File: config.mk
export PLATFORM = sky130hd
export DESIGN_NAME = stp_exp_unit
export DESIGN_NICKNAME = d
export VERILOG_FILES = /design/src/rtl/stp_pkg.sv /design/src/rtl/stp_exp_unit.sv
export SDC_FILE = /design/constraint.sdc
export NUM_CORES = 1
export LEC_CHECK = 0
export BUFFER_PORTS_ARGS = -buffer_cell sky130_fd_sc_hd__clkbuf_2
export CAP_MARGIN = 20
export CORE_UTILIZATION = 42
export CTS_CLUSTER_DIAMETER = 150
export DETAILED_ROUTE_END_ITERATION = 8
export PLACE_DENSITY = 0.63
export SLEW_MARGIN = 15
export SYNTH_ARGS = -nofsm -noshare
export SYNTH_HDL_FRONTEND = slang
export SYNTH_SLANG_ARGS = --single-unit
File: constraint.sdc
create_clock -name clk -period 9.15 [get_ports clk]
set_clock_uncertainty 0.2 [all_clocks]
set_input_delay 1.83 -clock clk [delete_from_list [all_inputs] [get_ports clk]]
set_output_delay 1.83 -clock clk [all_outputs]
set_load 0.005 [all_outputs]
File: src/rtl/stp_pkg.sv
// ----------------------------------------------------------------------------
// Short-term plasticity synapse package
// Shared types, constants, the exponential table and fixed-point helpers.
// ----------------------------------------------------------------------------
`default_nettype none
package stp_pkg;
  localparam int NUM_PRE     = 256;
  localparam int MAX_TARGETS = 64;
  localparam int SYN_COUNT   = NUM_PRE * MAX_TARGETS;
  localparam int ADDR_W      = $clog2(SYN_COUNT);
  localparam int PRE_W       = $clog2(NUM_PRE);
  localparam int SLOT_W      = $clog2(MAX_TARGETS);

  localparam logic [15:0] X_RESET = 16'd6554;
  localparam logic [15:0] Y_RESET = 16'd26214;

  localparam logic [1:0] REG_U  = 2'd0;
  localparam logic [1:0] REG_FD = 2'd1;
  localparam logic [1:0] REG_DR = 2'd2;

  typedef struct packed {
    logic [7:0]         pre_index;
    logic [5:0]         target_slot;
    logic [15:0]        steps_since_spike;
    logic signed [15:0] weight;
  } stp_in_t;

  typedef struct packed {
    logic [5:0]         target_out;
    logic signed [31:0] released_current;
    logic signed [31:0] running_total;
  } stp_out_t;

  typedef enum logic [1:0] {ST_CLEAR, ST_IDLE, ST_BUSY} stp_state_t;

  function automatic logic [16:0] exp_entry(input logic [4:0] k);
    case (k)
      5'd0:  exp_entry = 17'd65535;
      5'd1:  exp_entry = 17'd65534;
      5'd2:  exp_entry = 17'd65532;
      5'd3:  exp_entry = 17'd65528;
      5'd4:  exp_entry = 17'd65520;
      5'd5:  exp_entry = 17'd65504;
      5'd6:  exp_entry = 17'd65472;
      5'd7:  exp_entry = 17'd65408;
      5'd8:  exp_entry = 17'd65280;
      5'd9:  exp_entry = 17'd65026;
      5'd10: exp_entry = 17'd64520;
      5'd11: exp_entry = 17'd63520;
      5'd12: exp_entry = 17'd61565;
      5'd13: exp_entry = 17'd57835;
      5'd14: exp_entry = 17'd51039;
      5'd15: exp_entry = 17'd39750;
      5'd16: exp_entry = 17'd24109;
      5'd17: exp_entry = 17'd8869;
      5'd18: exp_entry = 17'd1200;
      5'd19: exp_entry = 17'd22;
      default: exp_entry = 17'd65536;
    endcase
  endfunction

  // Rounded Q1.16 product of two values up to one.
  function automatic logic [16:0] qmul(input logic [16:0] a, input logic [16:0] b);
    logic [34:0] p;
    p = 35'(a) * 35'(b) + 35'd32768;
    qmul = 17'(p >> 16);
  endfunction

  function automatic logic [15:0] sat16(input logic [16:0] v);
    sat16 = v[16] ? 16'hFFFF : v[15:0];
  endfunction
endpackage
`default_nettype wire

File: src/rtl/stp_exp_unit.sv
// ----------------------------------------------------------------------------
// Exponential unit
// Forms exp(-steps*rate) in Q1.16, one exponent bit per cycle.
// ----------------------------------------------------------------------------
`default_nettype none
module stp_exp_unit import stp_pkg::*; (
  input  wire logic        clk,
  input  wire logic        rst,
  input  wire logic        start,
  input  wire logic [15:0] steps,
  input  wire logic [15:0] rate,
  output logic             done,
  output logic [16:0]      result
);
  logic [31:0] a;
  logic [4:0]  k;
  logic        busy;
  logic [16:0] acc;

  // An exponent at or above bit 20 zeroes the result, but the unit still
  // walks all 20 bits so that both units always finish together.
  always_ff @(posedge clk) begin
    if (rst) begin
      busy <= 1'b0;
      done <= 1'b0;
    end else begin
      done <= busy && !start && (k == 5'd19);
      if (start) begin
        a    <= 32'(steps) * 32'(rate);
        k    <= '0;
        acc  <= 17'd65536;
        busy <= 1'b1;
      end else if (busy) begin
        if (a[31:20] != '0) acc <= '0;
        else if (a[k]) acc <= qmul(acc, exp_entry(k));
        if (k == 5'd19) busy <= 1'b0;
        k <= k + 5'd1;
      end
    end
  end
  assign result = acc;
endmodule
`default_nettype wire

**Word-level counts from Yosys, hierarchy flattened**

Memory sizes are Yosys's and may differ from the RTL's. A register that Yosys moved wholly into a read port is not among the register bits.
Cells that the tools add are included.

- Register bits: 56
- Memory bits (read-only): 544
- Input bits: 35
- Output and inout bits: 18
- Word-level logic and storage cells: 38
- Memories: 1

Memory list:

| memory | depth | bits a word | read ports | clocked after Yosys merged registers in | write ports | line | text |
|---|---|---|---|---|---|---|---|
| (name not given) | 32 | 17 | 1 | 1 | 0 | stp_pkg.sv:37 | `case (k)` |

- $add $sub $neg: 2
- Multipliers: 2
- $lt $le $gt $ge: 1
- Eq/ne operators: 1
- Muxes and demuxes: 16
- Bitwise operators: 1
- Reduce and logical (&&, ||, !) cells: 9

Operators by type and width:

| cell | number |
|---|---|
| 17-bit 2-to-1 mux | 8 |
| 33-bit by 16-bit adder with 33-bit output, second input constant | 1 |
| 17-bit by 17-bit multiplier with 33-bit output | 1 |
| 16-bit by 16-bit multiplier with 32-bit output | 1 |
| 5-bit 2-to-1 mux | 3 |
| 12-bit nonzero test | 1 |
| 5-bit by 6-bit < comparator with 1-bit output, second input constant | 1 |
| 5-bit by 1-bit adder with 5-bit output, second input constant | 1 |
| 1-bit binary-select mux with 5-bit select | 1 |
| 5-bit == test, second input constant | 1 |
| 1-bit 2-to-1 mux | 4 |
| 2-bit AND reduction | 2 |
| 3-bit AND reduction | 1 |
| 3-bit nonzero test | 1 |
| 1-bit logical AND | 2 |
| 2-bit nonzero test | 1 |
| 1-bit zero test | 1 |
| 1-bit NOT | 1 |

**Logic depth before layout (Yosys ltp)**

Gate-level depths: netlist of run 1.

- Word-level depth: 12
- Mapped depth: 23
- Mapped depth without buffers: 21

**Least setup slack after synthesis of run 1**

OpenSTA, ideal clock, no wires.

- Kind: in2reg
- Start: in steps[7]
- End: reg a[23], data pin
- Library setup time: 259 ps
- Data arrival time: 6,913 ps
- Data required time: 8,691 ps
- Setup slack: 1,778 ps
- Stages: 21
- Buffers on the path: 1
- Path through: clkbuf_1 > nand2_1 > fa_1 > inv_1 > fa_1 > inv_1 > fa_1 > inv_1 > fa_1 > fa_1 > inv_1 > fa_1 > inv_1 > ha_1 > and2_1 > a221o_1 > a221oi_1 > a31oi_1 > o21a_1 > nor2_1 > xnor2_1

- Word-level cells in the longest chain between the ends: 1

Ends and longest elaborated chain:

| element | line | text |
|---|---|---|
| start: declaration | stp_exp_unit.sv:10 | `input wire logic [15:0] steps,` |
| 16-bit by 16-bit multiplier with 32-bit output | stp_exp_unit.sv:29 | `a <= 32'(steps) * 32'(rate);` |
| end signal: assignment | stp_exp_unit.sv:29 |  |
| end: declaration | stp_exp_unit.sv:15 | `logic [31:0] a;` |

No other way between the ends.
A chain may end at the register's enable or synchronous reset.

**Worst setup path after layout of run 1**

Same ends and word-level chain as after synthesis.

==> flow_metrics.env, run 1 <==
export IMPL_synth_area_leaders="fa_1 (40%), ha_1 (13%), inv_1 (9.1%), and2_1 (8.5%), edfxtp_1 (7.7%)"
export IMPL_antennaDiodeCount=0
export IMPL_worstMarginPinSlew_ns=0.993
export IMPL_clkTransAtPathRegs_ns=0.06
export IMPL_final_setup_tns_ns=0
export IMPL_final_antenna_net_count=0
export IMPL_period_minus_slack_ns=7.47
export IMPL_drt_iter0_markers=880
export IMPL_h_tree_depth=3
export IMPL_grt_setup_unrepaired="false"
export IMPL_firstDrtPassIters=5
export IMPL_synth_async_reset_ratio_pct=0
export IMPL_cpPeakStageDelay_ns=0.55
export IMPL_chipWidth_um=226
export IMPL_hold_depth=2
export IMPL_drt_wl_total_mm=49.5
export IMPL_cts_resized=0
export IMPL_syn_nets=2979
export IMPL_fmax_mhz=134
export IMPL_antenna_found_initial=0
export IMPL_final_max_slew_violation_count=0
export IMPL_timing_final_crit_share_pct=81.6
export IMPL_drive_gt1_share_pct=4.15
export IMPL_crit_required_ns=9.04
export IMPL_n_fill_cell=4744
export IMPL_hold_path_class="reg -> reg"
export IMPL_worstSetupPathType="in -> reg"
export IMPL_io_buffers=52
export IMPL_grt_pass1_vias=16400
export IMPL_end_kind="register"
export IMPL_hold_viol=0
export IMPL_reg2regPathDepth=17
export IMPL_clock_sinks=73
export IMPL_synth_warnings=0
export IMPL_netlist_area_leader_share_pct=39.6
export IMPL_track_usage_pct=20.6
export IMPL_ios=53
export IMPL_wire_per_inst_um=16.8
export IMPL_rr_endpoint="result[14]$_SDFFCE_PN0P_"
export IMPL_cts_buffer_depth=2
export IMPL_cts_setup_buffers=0
export IMPL_numCtsBuffers=9
export IMPL_synth_flop_cell="edfxtp_1"
export IMPL_grt_max_degree=33
export IMPL_clk_latency_ns=0.34
export IMPL_yosys_register_bits=73
export IMPL_cts_hold_buf=0
export IMPL_drt_vias_per_instance=5.12
export IMPL_min_to="busy$_SDFF_PP0_"
export IMPL_synth_largest_area_cell="fa_1"
export IMPL_synth_area_um2=21100
export IMPL_cp_slowest_cell="fa_1"
export IMPL_initial_core_util_pct=42.8
export IMPL_num_vias=15100
export IMPL_path_max_fanout=16
export IMPL_dieArea_um2=51000
export IMPL_yosysSeqAreaShare_pct=9.51
export IMPL_crit_top_cell="fa_1"
export IMPL_routabilityCongestion=0.898
export IMPL_place_hpwl_mm=39.5
export IMPL_die_h_um=226
export IMPL_crit_path_cell_trace="clkbuf_2 -> nand2_1 -> fa_1 -> inv_1 -> fa_1 -> inv_1 -> fa_1 -> inv_1 -> fa_1 -> fa_1 -> inv_1 -> fa_1 -> inv_1 -> ha_1 -> and2_1 -> a221o_1 -> a221oi_1 -> a31oi_1 -> o21a_1 -> nor2_1 -> xnor2_1"
export IMPL_reg2reg_from="result[9]$_SDFFCE_PN0P_"
export IMPL_hold_path_startpoint="busy$_SDFF_PP0_"
export IMPL_cts_root_buf="clkbuf_16"
export IMPL_grt_overflow=0
export IMPL_slew_headroom_pct=33.4
export IMPL_synthTopCellsByCount="inv_1 (508), fa_1 (417), nand2_1 (319), and2_1 (287), ha_1 (227)"
export IMPL_ys_types=68
export IMPL_drcViolationCount=0
export IMPL_rows=81
export IMPL_crit_family="adder cells"
export IMPL_syn_area_per_cell_um2=9.15
export IMPL_worst_path_buf_inv=6
export IMPL_core_um2=49200
export IMPL_syn_to_final_growth_pct=5.19
export IMPL_final_nets=2961
export IMPL_netlist_instances=2300
export IMPL_worstSetupStartpointType="input port"
export IMPL_reg2reg_slack_ns=2.12
export IMPL_grt_pass1_wl_mm=83.5
export IMPL_run_status="complete, no violations"
export IMPL_setup_violations_final=0
export IMPL_cts_tree="yes"
export IMPL_crit_arrival_ns=7.35
export IMPL_yosysMostFrequentCell="inv_1"
export IMPL_synth_edff_count=54
export IMPL_max_cap_violations=0
worst min-delay path, stage by stage (launching register included):
cell and delay [ns]:
dfxtp_1 0.33, a21oi_1 0.13, nor2_1 0.04
worst max path at each step:
stage	startpoint	endpoint	slack, ns	cells past startpoint
2_1_floorplan	steps[7]	a[23]$_DFFE_PP_	1.78	21
3_3_place_gp	steps[7]	a[23]$_DFFE_PP_	1.48	21
3_5_place_dp	steps[7]	a[23]$_DFFE_PP_	1.35	21
4_1_cts	steps[7]	a[23]$_DFFE_PP_	1.72	21
5_1_grt	steps[9]	a[23]$_DFFE_PP_	1.40	20
6_report	steps[7]	a[23]$_DFFE_PP_	1.68	21
kinds of logic (layout without fill, tap and decap cells):
group | Yosys count | count (layout) | share of synthesized area, %
fa+ha+maj | 644 | 644 | 53.1
flops | 73 | 73 | 9.51
xor+xnor | 48 | 48 | 2.00
mux | 12 | 12 | 1.20
compound gates | 199 | 199 | 6.14
simple gates | 729 | 729 | 17.4
buf+inv | 595 | 582 | 10.7
per-stage QoR:
stage / setup WS, ns / utilization (%) / hold WS (ns) / area [um2] / cells
2_1_floorplan: 1.78 / - / 0.306 / 21100 / 2300
3_3_place_gp: 1.48 / 44.4 / 0.330 / 21800 / 2935
3_5_place_dp: 1.35 / 44.4 / 0.340 / 21800 / 2935
4_1_cts: 1.72 / 45.1 / 0.353 / 22200 / 2951
5_1_grt: 1.40 / 45.1 / 0.411 / 22200 / 2951
6_report: 1.68 / 45.1 / 0.351 / 22200 / 2951
layout by cell type, fill, tap and decap left out, drive strengths merged, types with 14 or more instances in the layout:
cell type / netlist / routed
ha: 227 / 227
edfxtp: 54 / 54
nor2: 48 / 48
dfxtp: 19 / 19
xnor2: 30 / 30
a21o: 21 / 21
clkbuf: 80 / 61
and2: 287 / 287
o21ai: 36 / 36
a21oi: 69 / 69
xor2: 18 / 18
nand2: 319 / 319
fa: 417 / 417
nor3: 15 / 15
nand4: 14 / 14
inv: 510 / 513
cell type report:
class / instances / area (um2) / share of cell area, %
clock buffer: 9 / 225 / 1.02
clock inverter: 7 / 76.3 / 0.345
inverter: 510 / 1910 / 8.64
multi-input combinational: 1632 / 16800 / 75.9
sequential: 73 / 2000 / 9.04
tap: 664 / 831 / 3.75
timing repair buffer: 56 / 290 / 1.31
per-layer routing:
layer	share of wire [%]	vias up	GRT usage, %
met3	4.1	58	1.89
met4	1.5	0	4.50
met5	0	-	0
li1	-	6966	-
met1	44	7698	26.7
met2	50	380	37.0
Power of run 1 is not shown: default switching activity piles up to over one toggle a cycle in this logic, so the estimate is an artifact.
==> inputs of run 2 (changes only) <==
--- a/config.mk
+++ b/config.mk
@@ -10,7 +10,7 @@
 export CORE_UTILIZATION = 42
 export CTS_CLUSTER_DIAMETER = 150
 export DETAILED_ROUTE_END_ITERATION = 8
-export PLACE_DENSITY = 0.63
+export PLACE_DENSITY = 0.65
 export SLEW_MARGIN = 15
 export SYNTH_ARGS = -nofsm -noshare
 export SYNTH_HDL_FRONTEND = slang
==> constraint.sdc (replaced) <==
create_clock -name clk -period 6.52 [get_ports clk]
set_clock_uncertainty 0.2 [all_clocks]
set_input_delay 1.304 -clock clk [delete_from_list [all_inputs] [get_ports clk]]
set_output_delay 1.304 -clock clk [all_outputs]
set_load 0.005 [all_outputs]
==> run 2 against run 1 <==
Final area is 8.4% higher. Register-to-register slack worse by 2.0 ns. Via count grew 4.5%. Global-route usage hardly changed. Die area did not move. Core utilization grew 3.8 points. Sequential share of layout area down 0.67 points. Worst setup slack got worse by 1.7 ns. Non-clock buffer count rose by 193. Cell count increased by 6.5%. Flip-flop and latch count did not move. First-iteration DRC count down 7.0%.
==> flow_metrics.env, run 2 (same netlist as run 1, synthesis figures left out) <==
export IMPL_n_fill_cell=4562
export IMPL_post_place_ws_ns=-0.488
export IMPL_run_status="complete, no violations"
export IMPL_drt_wl_total_mm=49.9
export IMPL_place_hpwl_mm=42.3
export IMPL_wire_per_inst_um=15.9
export IMPL_min_to="busy$_SDFF_PP0_"
export IMPL_grt_overflow=0
export IMPL_drcViolationCount=0
export IMPL_end_kind="register"
export IMPL_dieArea_um2=51000
export IMPL_syn_to_final_growth_pct=14.0
export IMPL_timing_final_crit_share_pct=99.8
export IMPL_routabilityCongestion=0.907
export IMPL_postLayoutCoreUtil_pct=48.8
export IMPL_antennaDiodeCount=0
export IMPL_num_vias=15800
export IMPL_numCtsBuffers=9
export IMPL_final_setup_tns_ns=0
export IMPL_reg2regPathDepth=19
export IMPL_drive_gt1_share_pct=14.0
export IMPL_final_max_slew_violation_count=0
export IMPL_setup_ws_ns=0.0104
export IMPL_setup_violations_final=0
export IMPL_grt_setup_unrepaired="true"
export IMPL_rr_endpoint="result[16]$_SDFFCE_PP1P_"
export IMPL_clkTransAtPathRegs_ns=0.06
export IMPL_grt_pass1_vias=17300
export IMPL_final_nets=3154
export IMPL_die_h_um=226
export IMPL_firstDrtPassIters=5
export IMPL_hold_depth=2
export IMPL_path_max_fanout=6
export IMPL_core_um2=49200
export IMPL_initial_core_util_pct=42.8
export IMPL_final_cell_mix="inv_1 (501), fa_1 (410), nand2_1 (318), and2_1 (277), ha_1 (219)"
export IMPL_clk_latency_ns=0.34
export IMPL_reg2reg_from="result[7]$_SDFFCE_PN0P_"
export IMPL_clock_sinks=73
export IMPL_cts_tree="yes"
export IMPL_chipWidth_um=226
export IMPL_track_usage_pct=20.6
export IMPL_cts_root_buf="clkbuf_16"
export IMPL_final_common_cell="inv_1"
export IMPL_drt_vias_per_instance=5.02
export IMPL_drt_iter0_markers=818
export IMPL_slew_headroom_pct=30.0
export IMPL_grt_pass1_wl_mm=84.3
export IMPL_hold_path_startpoint="busy$_SDFF_PP0_"
export IMPL_h_tree_depth=3
export IMPL_reg2reg_slack_ns=0.15
export IMPL_holdWs_ns=0.347
export IMPL_io_buffers=52
export IMPL_grt_max_degree=33
export IMPL_period_minus_slack_ns=6.51
export IMPL_cts_hold_buf=0
export IMPL_ios=53
export IMPL_crit_arrival_ns=6.40
export IMPL_max_cap_violations=0
export IMPL_hold_path_class="reg -> reg"
export IMPL_rows=81
export IMPL_crit_required_ns=6.41
export IMPL_hold_viol=0
export IMPL_cts_buffer_depth=2
export IMPL_worstMarginPinSlew_ns=1.05
export IMPL_fmax_mhz=154
export IMPL_final_antenna_net_count=0
export IMPL_antenna_found_initial=0
export IMPL_worstSetupStartpointType="input port"
export IMPL_worstSetupPathType="in -> reg"
-- run 2: critical path, cell delays in order --
cell      delay [ns]
buf_12          0.11
and2_4          0.15
fa_1            0.54
inv_1           0.05
fa_1            0.46
fa_1            0.51
inv_2           0.04
fa_1            0.46
fa_1            0.54
inv_2           0.04
fa_1            0.51
inv_2           0.05
ha_4            0.24
and2_4          0.14
a221o_1         0.39
a22oi_1         0.18
and4bb_2        0.35
o31ai_2         0.08
a21oi_1         0.17
xnor2_1         0.07
-- run 2: layout make-up --
cell class / instances / area [um2] / area share (%)
Clock buffer: 9 / 225 / 0.938
Multi-Input combinational cell: 1632 / 17100 / 71.1
Timing Repair Buffer: 249 / 1880 / 7.85
Tap cell: 664 / 831 / 3.46
Clock inverter: 7 / 77.6 / 0.323
Sequential cell: 73 / 2010 / 8.37
Inverter: 510 / 1910 / 7.98
-- run 2: what timing repair did --
action | 4_1_cts | 5_1_grt
resized for setup | 16 | 95
pin swaps | 7 | 37
endpoints found under the setup margin | 4 | 18
buffers inserted | 0 | 16
-- run 2: how the worst max path moves through the flow --
stage	start	to	slack (ns)	cells after the start
finish	steps[7]	a[29]$_DFFE_PP_	0.01	20
global route	steps[6]	a[23]$_DFFE_PP_	-0.13	21
CTS	steps[7]	a[31]$_DFFE_PP_	0.0005	20
detailed placement	rate[4]	a[31]$_DFFE_PP_	-0.49	20
global placement	rate[4]	a[23]$_DFFE_PP_	-0.38	20
floorplan	rate[5]	a[23]$_DFFE_PP_	-0.04	20
-- run 2: per-layer routing --
metal / vias up / global-route usage (%) / routed length, um
met1: 8024 / 26.0 / 21300
li1: 7363 / - / -
met4: 0 / 4.56 / 905
met2: 333 / 38.4 / 26100
met5: - / 0 / 0
met3: 64 / 1.08 / 1570
-- run 2: per-stage QoR --
step | std cells | area [um2]
finish | 3144 | 24000
global route | 3144 | 24000
CTS | 3128 | 23700
detailed placement | 3112 | 23300
global placement | 3112 | 23300
floorplan | 2300 | 21200
Power of run 2 is left out for the same reason.
==> inputs of run 3 (changes only) <==
==> constraint.sdc (replaced) <==
create_clock -name clk -period 5.6 [get_ports clk]
set_clock_uncertainty 0.2 [all_clocks]
set_input_delay 1.12 -clock clk [delete_from_list [all_inputs] [get_ports clk]]
set_output_delay 1.12 -clock clk [all_outputs]
set_load 0.005 [all_outputs]
==> run 3 against run 2 <==
Hold slack worse by 0.0041 ns. Core utilization increased by 4.5 points. Sequential share of layout area shrank 0.69 points. Worst setup slack got worse by 0.73 ns. Largest cell class unchanged. Via count is 3.4% higher. Register-to-register slack worse by 0.68 ns. Flip-flop and latch count unchanged. Clock-buffer cell count stayed put. The flow now finishes with violations (setup timing).
==> flow_metrics.env, run 3 (same netlist as run 1, synthesis figures left out) <==
export IMPL_run_status="finished, violations left"
export IMPL_violations="setup timing"
export IMPL_fmax_mhz=158
export IMPL_grt_pass1_vias=17700
export IMPL_hold_viol=0
export IMPL_cts_tree="yes"
export IMPL_cts_hold_buf=0
export IMPL_syn_to_final_growth_pct=24.5
export IMPL_setup_ws_ns=-0.715
export IMPL_clock_sinks=73
export IMPL_dieArea_um2=51000
export IMPL_period_minus_slack_ns=6.32
export IMPL_worstSetupStartpointType="input port"
export IMPL_post_place_ws_ns=-1.13
export IMPL_die_h_um=226
export IMPL_initial_core_util_pct=42.8
export IMPL_core_um2=49200
export IMPL_max_cap_violations=0
export IMPL_wire_per_inst_um=16.1
export IMPL_chipWidth_um=226
export IMPL_drcViolationCount=0
export IMPL_numCtsBuffers=9
export IMPL_antennaDiodeCount=0
export IMPL_drt_iter0_markers=696
export IMPL_slew_headroom_pct=27.6
export IMPL_drt_wl_total_mm=52.3
export IMPL_crit_required_ns=5.48
export IMPL_setup_violations_final=37
export IMPL_final_max_slew_violation_count=0
export IMPL_cts_buffer_depth=2
export IMPL_grt_setup_unrepaired="true"
export IMPL_end_kind="register"
export IMPL_clkTransAtPathRegs_ns=0.06
export IMPL_rows=81
export IMPL_num_vias=16300
export IMPL_cts_root_buf="clkbuf_16"
export IMPL_antenna_found_initial=2
export IMPL_grt_max_degree=33
export IMPL_final_nets=3267
export IMPL_clk_latency_ns=0.34
export IMPL_place_hpwl_mm=43.0
export IMPL_n_fill_cell=4296
export IMPL_h_tree_depth=3
export IMPL_drt_vias_per_instance=5.01
export IMPL_path_max_fanout=8
export IMPL_grt_overflow=0
export IMPL_grt_pass1_wl_mm=87.3
export IMPL_routabilityCongestion=0.903
export IMPL_worstMarginPinSlew_ns=1.08
export IMPL_final_common_cell="inv_1"
export IMPL_final_antenna_net_count=0
export IMPL_hold_path_class="reg -> reg"
export IMPL_worstSetupPathType="in -> reg"
export IMPL_track_usage_pct=21.4
export IMPL_timing_final_crit_share_pct=113
export IMPL_firstDrtPassIters=6
export IMPL_crit_arrival_ns=6.20
export IMPL_drive_gt1_share_pct=23.5
export IMPL_ios=53
export IMPL_final_cell_mix="inv_1 (482), fa_1 (395), nand2_1 (304), and2_1 (262), buf_4 (252)"
export IMPL_io_buffers=52
[run 3: metrics by stage]
step                instance area [um2]  instances  TNS (ns)  utilization, %  hold slack, ns
global route                      26200       3257    -19.41            53.3           0.373
global placement                  24300       3185    -25.60            49.4           0.322
floorplan                         21700       2300     -8.94               -           0.306
finish                            26200       3257    -13.65            53.3           0.343
CTS                               25600       3233    -12.13            52.1           0.345
detailed placement                24300       3185    -26.12            49.4           0.336
[run 3: worst paths after layout]
| path | from | to | slack [ns] | depth (start not counted) |
|---|---|---|---|---|
| worst max-delay path | steps[6] | a[31]$_DFFE_PP_ | -0.72 | 21 |
| worst min-delay path | busy$_SDFF_PP0_ | busy$_SDFF_PP0_ | 0.34 | 2 |
| worst max register to register | result[5]$_SDFFCE_PN0P_ | result[16]$_SDFFCE_PP1P_ | -0.53 | 19 |
| worst min register to register | busy$_SDFF_PP0_ | busy$_SDFF_PP0_ | 0.34 | 2 |
[run 3: final cells by class]
| class | count | area (um2) | share of cell area [%] |
|---|---|---|---|
| Clock inverter | 7 | 101 | 0.387 |
| Clock buffer | 9 | 225 | 0.859 |
| Tap cell | 664 | 831 | 3.17 |
| Inverter | 510 | 1910 | 7.30 |
| Multi-Input combinational cell | 1632 | 17900 | 68.2 |
| Sequential cell | 73 | 2010 | 7.68 |
| Timing Repair Buffer | 362 | 3260 | 12.4 |
[run 3: layer usage]
metal | up-vias | GRT usage (%) | part of all wire, %
li1 | 7591 | - | -
met1 | 8259 | 26.9 | 42
met2 | 370 | 38.7 | 51
met3 | 96 | 2.16 | 4.0
met4 | 4 | 6.19 | 2.8
met5 | - | 0 | 0.052
[run 3: repair_timing]
item                                    in CTS  in global routing
buffers inserted                            31                 27
endpoints found under the hold margin        0                  0
endpoints found under the setup margin      39                 39
gates cloned                                 2                  2
pin swaps                                  102                101
gates resized for setup                    172                116
[run 3: worst max-delay path, cell delays in order]
cell and delay, ns:
buf_8 0.11, nand2_4 0.05, fa_1 0.54, inv_1 0.05, fa_1 0.49, inv_2 0.04
fa_1 0.49, inv_2 0.05, fa_1 0.50, fa_1 0.56, inv_2 0.04, fa_1 0.52
inv_2 0.05, ha_4 0.24, and2_4 0.14, a221o_1 0.38, a22oi_1 0.17, and4bb_2 0.32
o31ai_2 0.07, a21oi_1 0.18, xnor2_1 0.09
Power of run 3 is left out for the same reason.
